===== src/mbl_ram.sv =====
module mbl_ram #(
  parameter int unsigned WIDTH = 8,
  parameter int unsigned DEPTH = 2
) (
  input  logic                                       clk_i,
  input  logic                                       we_i,
  input  logic [((DEPTH > 1) ? $clog2(DEPTH) : 1)-1:0] waddr_i,
  input  logic [WIDTH-1:0]                           wdata_i,
  input  logic                                       re_i,
  input  logic [((DEPTH > 1) ? $clog2(DEPTH) : 1)-1:0] raddr_i,
  output logic [WIDTH-1:0]                           rdata_o
);

  logic [WIDTH-1:0] mem_q [DEPTH];
  logic [WIDTH-1:0] rdata_q;

  // write port
  always_ff @(posedge clk_i) begin
    if (we_i) begin
      mem_q[waddr_i] <= wdata_i;
    end
  end

  // registered read, holds while not enabled
  always_ff @(posedge clk_i) begin
    if (re_i) begin
      rdata_q <= mem_q[raddr_i];
    end
  end

  assign rdata_o = rdata_q;

endmodule


===== config.mk =====
export PLATFORM = sky130hd
export DESIGN_NAME = mbl_ram
export DESIGN_NICKNAME = d
export VERILOG_FILES = /design/src/mbl_ram.sv
export SDC_FILE = /design/constraint.sdc
export NUM_CORES = 1
export LEC_CHECK = 0
export ABC_AREA = 1
export BUFFER_PORTS_ARGS = -buffer_cell sky130_fd_sc_hd__buf_2
export CAP_MARGIN = 30
export CORE_MARGIN = 2
export CORE_UTILIZATION = 44
export DETAILED_ROUTE_END_ITERATION = 7
export GPL_ROUTABILITY_DRIVEN = 0
export MAX_ROUTING_LAYER = met4
export PLACE_DENSITY = 0.73
export SETUP_SLACK_MARGIN = 0.3
export SYNTH_ARGS = -nofsm -noshare
export SYNTH_HDL_FRONTEND = slang
export SYNTH_SLANG_ARGS = --single-unit

===== constraint.sdc =====
create_clock -name clk_i -period 0.9 [get_ports clk_i]
set_input_delay 0.135 -clock clk_i [delete_from_list [all_inputs] [get_ports clk_i]]
set_output_delay 0.135 -clock clk_i [all_outputs]
set_load 0.1 [all_outputs]

==> results.cfg, run 1 <==
[drt]
final_antenna_net_count = 0
avgRoutedWirePerCell_um = 11.2
met1_length_um = 457
met2WireLength_um = 602
routed_length_on_met3_um = 63
drt_iter0_markers = 5
drtPass1Iterations = 2
dr_total_vias = 449
detail_route.drc_violations = 0
detail_route.wirelength_um = 1140
viasPerCell = 4.40
maxUsedRoutingLayer = met4

[timing]
unrepaired_setup_endpoints_after_global_routing = yes
worst-slew-pin-transition_ns = 0.237
drv_slew = 0
timing.final.crit_share_pct = 119
finalSetupViolCount = 8
setup_slack_ns = -0.171
timing.max_slew.rel_slack_pct = 84.1
final.setup_skew_ns = 0.00273
clock.fmax_mhz = 934
finalHoldViolations = 0
min_period_ns = 1.07

[logic_synthesis]
ys_seq_area_share_pct = 85.7
mappedNetlistArea_um2 = 841
synth.lib_cells_used.distinct = 6
syn-num-nets = 67
ys_warn_count = 0
synth.avg_cell_area_um2 = 15.6
yosys_reg_bits = 24
yosysTopAreaCellShare_pct = 85.7
synthDominantAreaCellType = sky130_fd_sc_hd__edfxtp_1
netlist_instances = 54
area_contributors_post_synth = sky130_fd_sc_hd__edfxtp_1 (86%), sky130_fd_sc_hd__nand2_1 (11%), sky130_fd_sc_hd__buf_6 (1.3%), sky130_fd_sc_hd__inv_1 (0.89%), sky130_fd_sc_hd__inv_2 (0.45%)

[setup_path]
crit_path_arrival_time_ns = 0.94
regToRegEndpoint = rdata_o[1]
reg2regPathDepth = 2
max_stage_delay_ns = 0.44
worstPathBufferInverterCount = 1
worst_setup_path_start_kind = flop
critPathSlowestCell = sky130_fd_sc_hd__edfxtp_1
worst_setup_path_end_kind = primary output
timing.critical_path.cells = buf_12
critical_path.top_delay_family = flip-flops
cp_max_fo = 1
reg2reg_setup_slack_ns = 0.16
worst-setup-path-type = flop to primary output
required_ns = 0.76
worst_r2r_startpoint = mem_q[1][1]

[layout]
fill_cells = 147
multi_input_combinational_cell_area_um2 = 105
post_route_cells_drive_above_1_share_pct = 36.4
post-route-util_pct = 65.1
num_antenna_cells = 0
syn2layout_area_growth_pct = 36.6
most-common-layout-cells = sky130_fd_sc_hd__nand2_1 (25), sky130_fd_sc_hd__edfxtp_1 (24), sky130_fd_sc_hd__buf_2 (12)
register_area_um2 = 721
finish.net_count = 91
mostFrequentLayoutCell = sky130_fd_sc_hd__nand2_1

[power_and_ir_drop]
netSwitchingFraction_pct = 23.9
internal_power_consumption_w = 0.00190
pwr-share-seq_pct = 54.1
pwr-share-clk_pct = 30.2
share_comb_of_total_power_pct = 15.6
leakage_nw = 0.471
vdd_ir_drop_max_uv = 1320
power.net_switching_w = 0.000598
cellPowerDensity_nw_per_um2 = 2180

[clock_tree]
clk_path_buf_depth = 2
cts_setup_buffers = 0
insertion_delay_to_the_later_sink_of_the_worst_skew_pair_ns = 0.30
cts-htree-levels = 1
cts_num_sinks = 24
cts_tree = yes
clk_root_buffer_cell = sky130_fd_sc_hd__clkbuf_4
tritoncts.num_buffers = 3
cts_hold_repair.buffers = 0
clk_pin_slew_ns = 0.13

[place]
port-buffer-count = 20
dp.final_hpwl_um = 872
pre_cts_slack_ns = 0.0356

[global_routing]
grt_first_pass_wirelength_um = 1730
total_grt_overflow = 0
first_global_vias = 429
grt_antenna_before_repair = 0
grt_start_max_net_pins = 15
global_route.usage.total_pct = 11.8

[worst_hold_path]
hold_path_end = mem_q[1][4]
worstHoldPathCells = 1
worst_hold_path_type = input port to flop
worstHoldStart = wdata_i[4]

[flow_run]
max_capacitance_violation_count = 0

[floorplan]
cell_row_count = 15
dieWidth_um = 47.7
design.core.area_um2 = 1760
initial_utilization_pct = 47.7
die_y_um = 47.7
io_pins = 21
die_area_um2 = 2280

[run_status]
status = complete, but fails checks
violated_checks = setup timing
kinds of logic (layout without fill, tap and decap cells):
group | Yosys count | after routing | share of synthesized area (%)
AND/OR/NAND/NOR | 26 | 26 | 11.6
buffers and inverters | 4 | 27 | 2.68
flip-flops | 24 | 24 | 85.7
layer usage:
metal	track usage, %	up-vias
met4	6.49	0
met3	2.64	2
met1	12.8	202
li1	-	229
met2	19.7	16
met5	-	-
worst reg2reg max path: stages, from the launching register on:
cell	delay, ns
sky130_fd_sc_hd__edfxtp_1	0.41
sky130_fd_sc_hd__nand2_1	0.07
sky130_fd_sc_hd__nand2_1	0.04
flip-flops by register name, summed over array words and instances (netlist names):
signal,count
rdata_o,8
mem_q,16
metrics by stage:
stage	setup TNS [ns]	instances	power (W)	cell area (µm²)	hold slack, ns
floorplan	-1.11	54	0.00161	856	0.234
global placement	0	98	0.00176	1100	0.324
detailed placement	0	98	0.00177	1100	0.326
CTS	-1.35	102	0.00250	1150	0.00820
global route	-1.52	102	0.00256	1150	-0.00308
finish	-1.30	102	0.00250	1150	0.0108
power groups by stage:
stage	Sequential [W]	Combinational, W	Clock [W]
global placement	0.00138	0.000388	0
detailed placement	0.00138	0.000394	0
finish	0.00135	0.000391	0.000755
CTS	0.00135	0.000395	0.000755
global route	0.00136	0.000411	0.000794
floorplan	0.00155	0.0000567	0
cell usage after synthesis:
cell type / instances
sky130_fd_sc_hd__inv_1: 2
sky130_fd_sc_hd__nor2_1: 1
sky130_fd_sc_hd__edfxtp_1: 24
sky130_fd_sc_hd__nand2_1: 25
sky130_fd_sc_hd__inv_2: 1
sky130_fd_sc_hd__buf_6: 1
how the worst max path moves through the flow:
stage                     depth (start not counted)       start     endpoint  slack, ns
final                                             1  rdata_o[1]   rdata_o[1]      -0.17
after global routing                              1  rdata_o[0]   rdata_o[0]      -0.20
after CTS                                         1  rdata_o[1]   rdata_o[1]      -0.18
after detailed placement                          3        we_i  mem_q[0][6]       0.04
after global placement                            3        we_i  mem_q[0][6]       0.07
after floorplan                                   0  rdata_o[0]   rdata_o[0]      -0.14
final cells by class:
type,instances,share of cell area (%)
clock buffers,3,1.96
clock inverters,1,2.61
multi-input cells,26,9.15
repair buffers,20,19.2
well taps,25,2.72
inverters,3,1.63
flip-flops and latches,24,62.7
timing repair:
item / 4_1_cts / 5_1_grt
hold endpoints to repair: 0 / 2
gates resized for setup: 0 / 0
setup endpoints to repair: 16 / 16
pin swaps: 3 / 5
Power figures use the tool's default switching activity.
==> run 2, diff against run 1 <==
ABC_AREA = unset   (was 1)
CORE_UTILIZATION = 45   (was 44)
PLACE_DENSITY = 0.74   (was 0.73)
==> results.cfg, run 2 <==
[run_status]
status = complete, but fails checks
violated_checks = setup timing

[layout]
post_route_cells_drive_above_1_share_pct = 56.9
most-common-layout-cells = sky130_fd_sc_hd__edfxtp_1 (24), sky130_fd_sc_hd__buf_2 (12), sky130_fd_sc_hd__mux2_4 (8), sky130_fd_sc_hd__buf_12 (8), sky130_fd_sc_hd__clkbuf_4 (3)
final-instance-count-excl-fill = 83
final_design_area_no_fill_um2 = 1140
mostFrequentLayoutCell = sky130_fd_sc_hd__edfxtp_1
registers.top_by_ff_count = mem_q
syn2layout_area_growth_pct = 32.0
finish.net_count = 72
num_antenna_cells = 0
largest_reg_flops = 16

[timing]
drv_slew = 0
worst_hold_slack_ns = 0.0204
finalSetupViolCount = 10
worst-slew-pin-transition_ns = 0.235
finalHoldViolations = 0
tns_ns = -1.22
timing.final.crit_share_pct = 117
unrepaired_setup_endpoints_after_global_routing = yes
min_period_ns = 1.06
timing.max_slew.rel_slack_pct = 84.3
clock.fmax_mhz = 947
setup_slack_ns = -0.156
final.setup_skew_ns = 0.00404

[drt]
detail_route.drc_violations = 0
final_antenna_net_count = 0
drtPass1Iterations = 3
avgRoutedWirePerCell_um = 12.0
viasPerCell = 4.53
drt_iter0_markers = 4
dr_total_vias = 376
detail_route.wirelength_um = 996

[clock_tree]
postCtsResizedCells = 0
clk_pin_slew_ns = 0.12
cts_num_sinks = 24
cts_tree = yes
cts_setup_buffers = 0
cts-htree-levels = 1
cts_hold_repair.buffers = 0
tritoncts.num_buffers = 3
clk_root_buffer_cell = sky130_fd_sc_hd__clkbuf_4
insertion_delay_to_the_later_sink_of_the_worst_skew_pair_ns = 0.29
clk_path_buf_depth = 2

[floorplan]
initial_utilization_pct = 49.0
dieWidth_um = 47.8
design.core.area_um2 = 1760
io_pins = 21
die_area_um2 = 2290
cell_row_count = 15
die_y_um = 47.8

[logic_synthesis]
synth.avg_cell_area_um2 = 24.7
yosys-top-cells-count = sky130_fd_sc_hd__edfxtp_1 (24), sky130_fd_sc_hd__mux2_4 (8), sky130_fd_sc_hd__and2_1 (1), sky130_fd_sc_hd__buf_6 (1), sky130_fd_sc_hd__nor2b_1 (1)
synth_flop_cell = sky130_fd_sc_hd__edfxtp_1
yosysTopAreaCellShare_pct = 83.4
yosys_reg_bits = 24
synthMostInstantiatedCell = sky130_fd_sc_hd__edfxtp_1
synth_edf_count = 24
syn-num-nets = 48
area_contributors_post_synth = sky130_fd_sc_hd__edfxtp_1 (83%), sky130_fd_sc_hd__mux2_4 (14%), sky130_fd_sc_hd__buf_6 (1.3%), sky130_fd_sc_hd__and2_1 (0.72%), sky130_fd_sc_hd__nor2b_1 (0.72%)
synth.lib_cells_used.distinct = 5
synthDominantAreaCellType = sky130_fd_sc_hd__edfxtp_1
netlist_instances = 35
ys_seq_area_share_pct = 83.4
ys_warn_count = 0
mappedNetlistArea_um2 = 865
ys_async_sr_fraction_pct = 0

[setup_path]
crit_path_arrival_time_ns = 0.92
timing.critical_path.cells = buf_12
worst_setup_path_end_kind = primary output
worstPathBufferInverterCount = 1
required_ns = 0.76
critical_path.top_delay_family = flip-flops
worst_setup_path_start_kind = flop
cp_max_fo = 1
critPathSlowestCell = sky130_fd_sc_hd__edfxtp_1
worst-setup-path-type = flop to primary output
max_stage_delay_ns = 0.44

[place]
numPlacedInstances = 79
postPlaceCellArea_um2 = 1110
pre_cts_slack_ns = -0.0599
port-buffer-count = 20

[global_routing]
grt_antenna_before_repair = 0
grt_first_pass_wirelength_um = 1430
total_grt_overflow = 0
global_route.usage.total_pct = 9.84
first_global_vias = 350
grt_start_max_net_pins = 14

[flow_run]
max_capacitance_violation_count = 0

[worst_hold_path]
worst_hold_path_type = input port to flop

[power_and_ir_drop]
leakage_nw = 0.444
vdd_ir_drop_max_uv = 1170
cellPowerDensity_nw_per_um2 = 1940
==> run 2: cells by family after synthesis <==
logic type	after synthesis	synth area share (%)
buffers and inverters	1	1.30
muxes	8	13.9
DFF	24	83.4
and+or+nand+nor	2	1.45
==> run 2: stage by stage <==
step | total power (W) | util [%]
detailed placement | 0.00180 | 63.2
CTS | 0.00224 | 64.7
floorplan | 0.00164 | -
finish | 0.00221 | 64.7
global placement | 0.00179 | 63.2
global route | 0.00229 | 64.7
==> run 2: cell type report <==
| class | count | area (µm²) |
|---|---|---|
| clock inverters | 1 | 3.75 |
| clock buffers | 3 | 22.5 |
| flip-flops and latches | 24 | 721 |
| fillers | 132 | 623 |
| multi-input cells | 10 | 143 |
| well taps | 25 | 31.3 |
| repair buffers | 20 | 220 |
==> run 2: timing repair <==
item                                    4_1_cts  5_1_grt
endpoints found under the hold margin         0        2
pin swaps                                     0        0
endpoints found under the setup margin       16       16
==> run 2: path summary, 6_finish.rpt <==
kind                                     to  slack [ns]   startpoint  cells after the start
worst min register to register   rdata_o[5]        0.56  mem_q[1][5]                      1
worst max register to register   rdata_o[5]           0  mem_q[0][5]                      1
worst max-delay path             rdata_o[6]       -0.16   rdata_o[6]                      1
worst min-delay path            mem_q[0][7]        0.02   wdata_i[7]                      1
==> run 2: layer usage <==
layer | vias up | share of wire, % | GRT usage (%)
li1 | 184 | - | -
met4 | 0 | 0 | 4.86
met5 | - | 0 | -
met1 | 177 | 40 | 10.4
met3 | 0 | 7.4 | 2.26
met2 | 15 | 52 | 17.1
==> run 2: power breakdown <==
part / switching, W / leakage (nW) / internal, W
combinational: 0.000248 / 0.200 / 0.000169
clock: 0.000279 / 0.0154 / 0.000161
sequential: 0.0000339 / 0.228 / 0.00132
total: 0.000561 / 0.444 / 0.00165
==> run 3, diff against run 2 <==
CAP_MARGIN = 20   (was 30)
CORE_UTILIZATION = 53   (was 45)
PLACE_DENSITY = 0.81   (was 0.74)
clock period = 1.3 ns   (was 0.9 ns; I/O delays follow)
==> results.cfg, run 3 (synthesis results as in run 2) <==
[setup_path]
critical_path.top_delay_family = flip-flops
crit_path_arrival_time_ns = 0.90
max_stage_delay_ns = 0.41
worst_setup_path_end_kind = primary output
critPathSlowestCell = sky130_fd_sc_hd__edfxtp_1
timing.critical_path.cells = buf_6
worst_setup_path_start_kind = flop
worstPathBufferInverterCount = 1
cp_max_fo = 1
worst-setup-path-type = flop to primary output
required_ns = 1.11

[global_routing]
global_route.usage.total_pct = 12.4
grt_first_pass_wirelength_um = 1630
first_global_vias = 373
total_grt_overflow = 0
grt_antenna_before_repair = 0
grt_start_max_net_pins = 13

[layout]
registers.top_by_ff_count = mem_q
mostFrequentLayoutCell = sky130_fd_sc_hd__edfxtp_1
register_area_um2 = 721
most-common-layout-cells = sky130_fd_sc_hd__edfxtp_1 (24), sky130_fd_sc_hd__buf_2 (12), sky130_fd_sc_hd__mux2_4 (8), sky130_fd_sc_hd__buf_6 (8), sky130_fd_sc_hd__clkbuf_4 (3)
post_route_cells_drive_above_1_share_pct = 55.2
multi_input_combinational_cell_area_um2 = 133
largest_reg_flops = 16
syn2layout_area_growth_pct = 21.9
finish.net_count = 73
fill_cells = 97
num_antenna_cells = 0

[timing]
min_period_ns = 1.10
final.setup_skew_ns = 0.000964
unrepaired_setup_endpoints_after_global_routing = yes
finalHoldViolations = 0
clock.fmax_mhz = 910
setup_slack_ns = 0.202
finalSetupViolCount = 0
timing.final.crit_share_pct = 84.5
timing.max_slew.rel_slack_pct = 76.3
drv_slew = 0
worst-slew-pin-transition_ns = 0.355
tns_ns = 0

[floorplan]
design.core.area_um2 = 1520
cell_row_count = 14
die_y_um = 44.4
io_pins = 21
dieWidth_um = 44.4
initial_utilization_pct = 56.7
die_area_um2 = 1970

[power_and_ir_drop]
share_comb_of_total_power_pct = 17.1
power.net_switching_w = 0.000377
internal_power_consumption_w = 0.00110
pwr-share-seq_pct = 62.8
netSwitchingFraction_pct = 25.5
vdd_ir_drop_max_uv = 906
pwr-share-clk_pct = 20.1
total_power_w = 0.00148
cellPowerDensity_nw_per_um2 = 1410
leakage_nw = 0.414

[drt]
viasPerCell = 5.07
detail_route.wirelength_um = 980
drtPass1Iterations = 3
detail_route.drc_violations = 0
drt_iter0_markers = 7
final_antenna_net_count = 0
dr_total_vias = 375
avgRoutedWirePerCell_um = 13.2

[clock_tree]
cts_tree = yes
insertion_delay_to_the_later_sink_of_the_worst_skew_pair_ns = 0.29
cts-htree-levels = 1
clk_root_buffer_cell = sky130_fd_sc_hd__clkbuf_4
clk_path_buf_depth = 2
clk_pin_slew_ns = 0.11
cts_num_sinks = 24
tritoncts.num_buffers = 3
cts_setup_buffers = 0

[run_status]
status = finished clean

[place]
pre_cts_slack_ns = 0.273
port-buffer-count = 20

[worst_hold_path]
worst_hold_path_type = input port to flop

[flow_run]
max_capacitance_violation_count = 0
run 3: final timing paths:
path	startpoint	endpoint	slack, ns	cells past startpoint
max	rdata_o[5]	rdata_o[5]	0.20	1
min	wdata_i[5]	mem_q[0][5]	0.08	1
max reg2reg	mem_q[0][5]	rdata_o[5]	0.39	1
min reg2reg	mem_q[0][1]	rdata_o[1]	0.56	1
run 3: per-stage QoR:
stage          instance area [µm²]  utilization [%]  std cells  hold WS, ns
5_1_grt                       1050             69.1         74       0.0616
3_5_place_dp                   981             64.4         71        0.388
4_1_cts                       1050             69.1         74       0.0716
6_report                      1050             69.1         74       0.0784
2_1_floorplan                  865                -         35        0.294
3_3_place_gp                   981             64.4         71        0.382
run 3: layout make-up:
cell class	instances	share of cell area [%]
sequential	24	68.4
timing repair buffer	21	15.0
multi-input combinational	10	12.6
clock buffer	3	2.14
tap	16	1.90
run 3: layer usage:
metal | vias up | track usage (%) | share of wire [%]
met1 | 171 | 13.7 | 40
met3 | 0 | 4.08 | 6.9
li1 | 183 | - | -
met4 | 0 | 3.64 | 0
met2 | 21 | 21.2 | 53
met5 | - | - | 0
run 3: power groups by stage:
stage | Combinational, W | Clock [W] | Sequential, W
6_report | 0.000253 | 0.000297 | 0.000931
5_1_grt | 0.000264 | 0.000335 | 0.000936
4_1_cts | 0.000254 | 0.000307 | 0.000932
3_5_place_dp | 0.000233 | 0 | 0.000945
3_3_place_gp | 0.000229 | 0 | 0.000942
2_1_floorplan | 0.0000529 | 0 | 0.00108
run 3: timing repair:
action | in CTS | in global routing
endpoints found under the setup margin | 8 | 8
hold buffers | 0 | 0
resized for setup | 16 | 0
hold endpoints to repair | 0 | 0
pin swaps | 0 | 0
